$ cat src/design/wzpd_pkg.sv
`default_nettype none
// ----------------------------------------------------------------------------
// Windowed z-score peak detector package
// Shared widths, state encodings and the controller/datapath interface structs.
// ----------------------------------------------------------------------------
package wzpd_pkg;

  localparam int DEPTH      = 64;
  localparam int PRICE_BITS = 32;
  localparam int TIME_BITS  = 48;
  localparam int Z_BITS     = 12;
  localparam int IDX_BITS   = $clog2(DEPTH);
  localparam int CNT_BITS   = $clog2(DEPTH + 1);
  localparam int SUM_BITS   = PRICE_BITS + IDX_BITS + 1;
  localparam int SSD_BITS   = 2 * PRICE_BITS + IDX_BITS + 1;
  localparam int ROOT_BITS  = (SSD_BITS + 1) / 2;

  localparam logic [TIME_BITS-1:0] WINDOW_RESET = TIME_BITS'(1000);
  localparam logic [Z_BITS-1:0]    Z_RESET      = Z_BITS'(502);

  // Verdict codes.
  localparam logic [1:0] VERDICT_NONE   = 2'd0;
  localparam logic [1:0] VERDICT_PEAK   = 2'd1;
  localparam logic [1:0] VERDICT_VALLEY = 2'd2;
  localparam logic [1:0] VERDICT_SHORT  = 2'd3;

  // Register addresses.
  localparam logic [3:0] ADDR_WINDOW = 4'h0;
  localparam logic [3:0] ADDR_ZSCALE = 4'h8;

  typedef enum logic [3:0] {
    ST_IDLE,
    ST_EVICT_RD,
    ST_EVICT_CHK,
    ST_APPEND,
    ST_SUM,
    ST_MEAN,
    ST_SSD,
    ST_VAR,
    ST_SQRT,
    ST_BAND
  } wzpd_state_t;

  // Commands from the controller to the datapath.
  typedef struct packed {
    logic capture;    // latch the input item
    logic evict_rd;   // read the time of the oldest entry
    logic evict_pop;  // drop the oldest entry
    logic append;     // write the new entry
    logic sum_start;  // clear index and sum
    logic sum_step;   // accumulate one entry
    logic div_start;  // start a division
    logic div_step;   // one quotient bit
    logic div_var;    // divide the squared-deviation sum instead of the sum
    logic ssd_start;
    logic ssd_step;
    logic sqrt_start;
    logic sqrt_step;
    logic band;       // compute band and verdict
  } wzpd_cmd_t;

  // Status from the datapath to the controller.
  typedef struct packed {
    logic evict_hit;  // oldest entry lies outside the window
    logic scan_done;  // index reached the history size
    logic div_done;
    logic sqrt_done;
    logic short_hist; // fewer than two earlier entries
  } wzpd_sts_t;

endpackage
`default_nettype wire

$ cat src/design/wzpd_ctrl.sv
`default_nettype none
// ----------------------------------------------------------------------------
// Windowed z-score peak detector controller
// Sequences eviction, append, the two store passes, division and square root.
// ----------------------------------------------------------------------------
module wzpd_ctrl
  import wzpd_pkg::*;
(
  input  wire logic      clk,
  input  wire logic      rst,
  input  wire logic      in_valid,
  output logic           in_ready,
  output logic           out_valid,
  input  wire logic      out_ready,
  input  wire wzpd_sts_t sts,
  output wzpd_cmd_t      cmd
);

  wzpd_state_t state, state_next;
  logic        var_phase, var_phase_next;
  logic        out_full, out_full_next;

  // State register.
  always_ff @(posedge clk) begin
    if (rst) begin
      state     <= ST_IDLE;
      var_phase <= 1'b0;
      out_full  <= 1'b0;
    end else begin
      state     <= state_next;
      var_phase <= var_phase_next;
      out_full  <= out_full_next;
    end
  end

  // Next state and commands.
  always_comb begin
    state_next     = state;
    var_phase_next = var_phase;
    cmd            = '0;
    in_ready       = 1'b0;
    out_valid      = out_full;
    out_full_next  = out_full;
    cmd.div_var    = var_phase;
    // The result register empties when its transfer completes.
    if (out_full && out_ready) begin
      out_full_next = 1'b0;
    end
    case (state)
      ST_IDLE: begin
        in_ready = 1'b1;
        if (in_valid) begin
          cmd.capture = 1'b1;
          state_next  = ST_EVICT_RD;
        end
      end
      ST_EVICT_RD: begin
        cmd.evict_rd = 1'b1;
        state_next   = ST_EVICT_CHK;
      end
      ST_EVICT_CHK: begin
        if (sts.evict_hit) begin
          cmd.evict_pop = 1'b1;
          state_next    = ST_EVICT_RD;
        end else begin
          state_next = ST_APPEND;
        end
      end
      ST_APPEND: begin
        cmd.append    = 1'b1;
        cmd.sum_start = 1'b1;
        state_next    = ST_SUM;
      end
      ST_SUM: begin
        if (sts.short_hist) begin
          state_next = ST_BAND;
        end else if (sts.scan_done) begin
          cmd.div_start  = 1'b1;
          var_phase_next = 1'b0;
          cmd.div_var    = 1'b0;
          state_next     = ST_MEAN;
        end else begin
          cmd.sum_step = 1'b1;
        end
      end
      ST_MEAN: begin
        if (sts.div_done) begin
          cmd.ssd_start = 1'b1;
          state_next    = ST_SSD;
        end else begin
          cmd.div_step = 1'b1;
        end
      end
      ST_SSD: begin
        if (sts.scan_done) begin
          cmd.div_start  = 1'b1;
          var_phase_next = 1'b1;
          cmd.div_var    = 1'b1;
          state_next     = ST_VAR;
        end else begin
          cmd.ssd_step = 1'b1;
        end
      end
      ST_VAR: begin
        if (sts.div_done) begin
          cmd.sqrt_start = 1'b1;
          state_next     = ST_SQRT;
        end else begin
          cmd.div_step = 1'b1;
        end
      end
      ST_SQRT: begin
        if (sts.sqrt_done) begin
          state_next = ST_BAND;
        end else begin
          cmd.sqrt_step = 1'b1;
        end
      end
      // Load the result register once it is free or being emptied.
      ST_BAND: begin
        if (!out_full || out_ready) begin
          cmd.band      = 1'b1;
          out_full_next = 1'b1;
          state_next    = ST_IDLE;
        end
      end
      default: begin
        state_next = ST_IDLE;
      end
    endcase
  end

endmodule
`default_nettype wire

$ cat config.mk
export PLATFORM = sky130hd
export DESIGN_NAME = wzpd_ctrl
export DESIGN_NICKNAME = d
export VERILOG_FILES = /design/src/design/wzpd_pkg.sv /design/src/design/wzpd_ctrl.sv
export SDC_FILE = /design/constraint.sdc
export NUM_CORES = 1
export LEC_CHECK = 0
export BUFFER_PORTS_ARGS = -buffer_cell sky130_fd_sc_hd__buf_2
export CORE_AREA = 8 8 45 47
export DETAILED_ROUTE_END_ITERATION = 6
export DIE_AREA = 0 0 53 55
export GPL_ROUTABILITY_DRIVEN = 1
export PLACE_DENSITY_LB_ADDON = 0.08
export SYNTH_ARGS = -nofsm -noshare
export SYNTH_HDL_FRONTEND = slang
export SYNTH_SLANG_ARGS = --single-unit
$ cat constraint.sdc
create_clock -name clk -period 1.5 [get_ports clk]
set_input_delay 0.075 -clock clk [delete_from_list [all_inputs] [get_ports clk]]
set_output_delay 0.075 -clock clk [all_outputs]
set_load 0.03 [all_outputs]
==> impl_metrics.py <==
metrics = {
    "drt": {
        "dr_total_vias": 611,
        "dr.pass1.iters": 4,
        "drc": 0,
        "via_per_inst": 5.222,
        "post_drt_wl_per_cell_um": 13.32,
        "ant_nets": 0,
        "drt_iter0_drc": 24,
        "wirelength_um": 1559,
    },
    "timing": {
        "fin_tns_setup_ns": 0,
        "timing.final.crit_share_pct": 98.77,
        "hold_slack_ns": 0.04471,
        "slew_headroom_pct": 82.48,
        "hold_viol": 0,
        "slew_violations": 0,
        "setup_ws_ns": 0.01851,
        "clock_skew_ns": 0.005231,
        "fin_crit_ns": 1.481,
        "setup_viol": 0,
        "tightest_slew_ns": 0.2619,
        "rsz0062_at_grt": "yes",
        "fmax_mhz": 675.0,
    },
    "min_path": {
        "min_path_cells": 2,
        "hold_start": "rst",
        "min_to": "state[2]",
        "hp-class": "input pin to flop",
    },
    "logic_synthesis": {
        "synthSimpleGateAreaFrac_pct": 43.66,
        "synth_fp_nets": 77,
        "synth_seq_cells": 6,
        "synthAdderAreaFrac_pct": 0,
        "synth.cell_area_um2": 513.0,
        "synth_compound_area_share_pct": 16.83,
        "synth_cells": 68,
        "yosys.area_share.xor_xnor_pct": 0,
        "ys_seq_area_share_pct": 23.41,
        "synth_top_family_by_area": "simple AND/OR/NAND/NOR gates",
        "synth_area_per_cell_um2": 7.544,
        "synth.distinct_cells": 26,
        "synth_mux_area_share_pct": 5.854,
        "synth_top_flop_cell": "dfxtp_1",
        "async_flop_share_pct": 0,
        "synth_edf_count": 0,
        "synth_warnings": 0,
    },
    "worst_setup_path": {
        "r2r_end": "state[3]",
        "critPathRequiredTime_ns": 1.42,
        "start_kind": "flop",
        "cp.arrival_ns": 1.41,
        "rr_worst_depth": 6,
        "worst-path-max-fanout": 8,
        "r2r_slack_ns": 0.05,
        "critPathCaptureType": "output pin",
        "rr_startpoint": "state[1]",
        "path_class": "flop to output pin",
        "cp-startpoint": "state[2]",
    },
    "cells_and_area": {
        "antenna_cells": 0,
        "final_nets": 112,
        "final_cells": 117,
        "area.growth.synth_to_final_pct": 64.39,
        "final_cell_mix": "buf_2, buf_4, nor2_1",
        "drive_gt1_share_pct": 56.44,
        "mostFrequentLayoutCell": "buf_2",
    },
    "place": {
        "dp_slack_ns": 0.02231,
        "numPortBuffers": 24,
        "dp_cells": 109,
        "globalplace.congestion": 0.8685,
        "post-dp-hpwl_um": 1194,
    },
    "clock_network": {
        "cts_sinks": 6,
        "clock_latency_ns": 0.24,
        "cts_max_path_buffers": 2,
        "root_buffer": "clkbuf_4",
        "htree_num_levels": 1,
        "tritoncts": "yes",
        "clkTransAtPathRegs_ns": 0.05,
        "hold_buffers": 0,
        "cts_buffers": 3,
    },
    "global_routing": {
        "grt_max_degree": 12,
        "antenna_found_initial": 0,
        "grt_pass1_vias": 603,
        "gr-total-overflow": 0,
        "grtUsageTotal_pct": 10.95,
        "grt_pass1_wl_um": 2525,
    },
    "power_and_ir_drop": {
        "p_per_area_nw_per_um2": 1865,
        "p_leak_uw": 0.0003766,
        "total_power_uw": 1572,
        "peakVddDrop_mv": 1.068,
    },
    "floorplan": {
        "die_w_um": 53,
        "ios": 25,
        "num_rows": 14,
        "die_area_um2": 2915,
        "die_y_um": 55,
        "start_util_pct": 37.07,
        "core-area_um2": 1384,
    },
    "run_status": {
        "status": "completed",
    },
    "run": {
        "maxCapViolCount": 0,
    },
}
## final cells by class
type                            instances  area, µm²
Fill cell                             136      540.5
Multi-Input combinational cell         53      421.7
Timing Repair Buffer                   36      237.7
Sequential cell                         6      130.1
Clock buffer                            3      22.52
Tap cell                               16      20.02
Inverter                                3      11.26
## synthesized netlist by cell type, types with 2 or more instances
cell / n / share of area, %
or3b_1: 3 / 5.1
dfxtp_1: 6 / 23
nand4bb_1: 2 / 4.4
nor2b_1: 2 / 2.4
nor3_2: 2 / 3.9
nor3_1: 2 / 2.0
o21ai_0: 2 / 2.0
o21ai_1: 2 / 2.0
nand3_1: 2 / 2.0
buf_2: 3 / 2.9
mux2i_1: 3 / 5.9
buf_4: 2 / 2.9
inv_1: 3 / 2.2
nor2_1: 8 / 5.9
a211oi_1: 2 / 2.9
nand2b_1: 4 / 4.9
and2_1: 2 / 2.4
a21oi_1: 4 / 3.9
nand2_1: 6 / 4.4
nor4b_1: 2 / 3.4
## worst max-delay path by stage
stage                     endpoint  slack [ns]  cells after the start
after global routing        cmd[1]       -0.04                      4
after global placement    state[2]     -0.0004                      4
after detailed placement  state[1]        0.02                      4
final                       cmd[1]        0.02                      4
after CTS                  cmd[13]       -0.02                      5
after floorplan            cmd[13]        -0.1                      4
## stage by stage
step	area [µm²]	util, %
after global routing	843.3	60.94
after detailed placement	691.9	50.00
after global placement	691.9	50.00
final	843.3	60.94
after floorplan	540.5	-
after CTS	783.3	56.60
## critical path, stage by stage (launching register included)
cell     delay, ns
dfxtp_2       0.35
buf_4         0.19
nor4b_4       0.30
nor2b_2       0.20
buf_6         0.14
## layer usage
layer  up-vias  routed length [µm]  track usage [%]
li1        308                   -                -
met1       280                 627            11.91
met2        23                 800            20.31
met3         0                 132            2.406
met4         0                   0            3.879
met5         -                   0                0
## where the power goes
part	switching (µW)	internal, µW	total (µW)	leakage, µW
Sequential	82.3	219	301	0.0000511
Combinational	608	508	1120	0.000312
Clock	64.1	90.9	155	0.0000138
Total	754	818	1570	0.000377
## repair_timing
action / 4_1_cts / 5_1_grt
gates resized for setup: 10 / 15
setup endpoints to repair: 5 / 7
buffers inserted: 5 / 0
endpoints found under the hold margin: 0 / 0
pin swaps: 4 / 2
## registers in the layout (all words and copies together), names as in the netlist
| signal | count |
|---|---|
| state | 4 |
| out_valid | 1 |
| var_phase | 1 |
## kinds of logic (layout without fill, tap and decap cells)
logic type | Yosys count | after routing
buffers and inverters | 9 | 42
DFF | 6 | 6
muxes | 3 | 3
and+or+nand+nor | 37 | 37
AOI/OAI and AO/OA | 13 | 13
(Power assumes the default switching activity.)
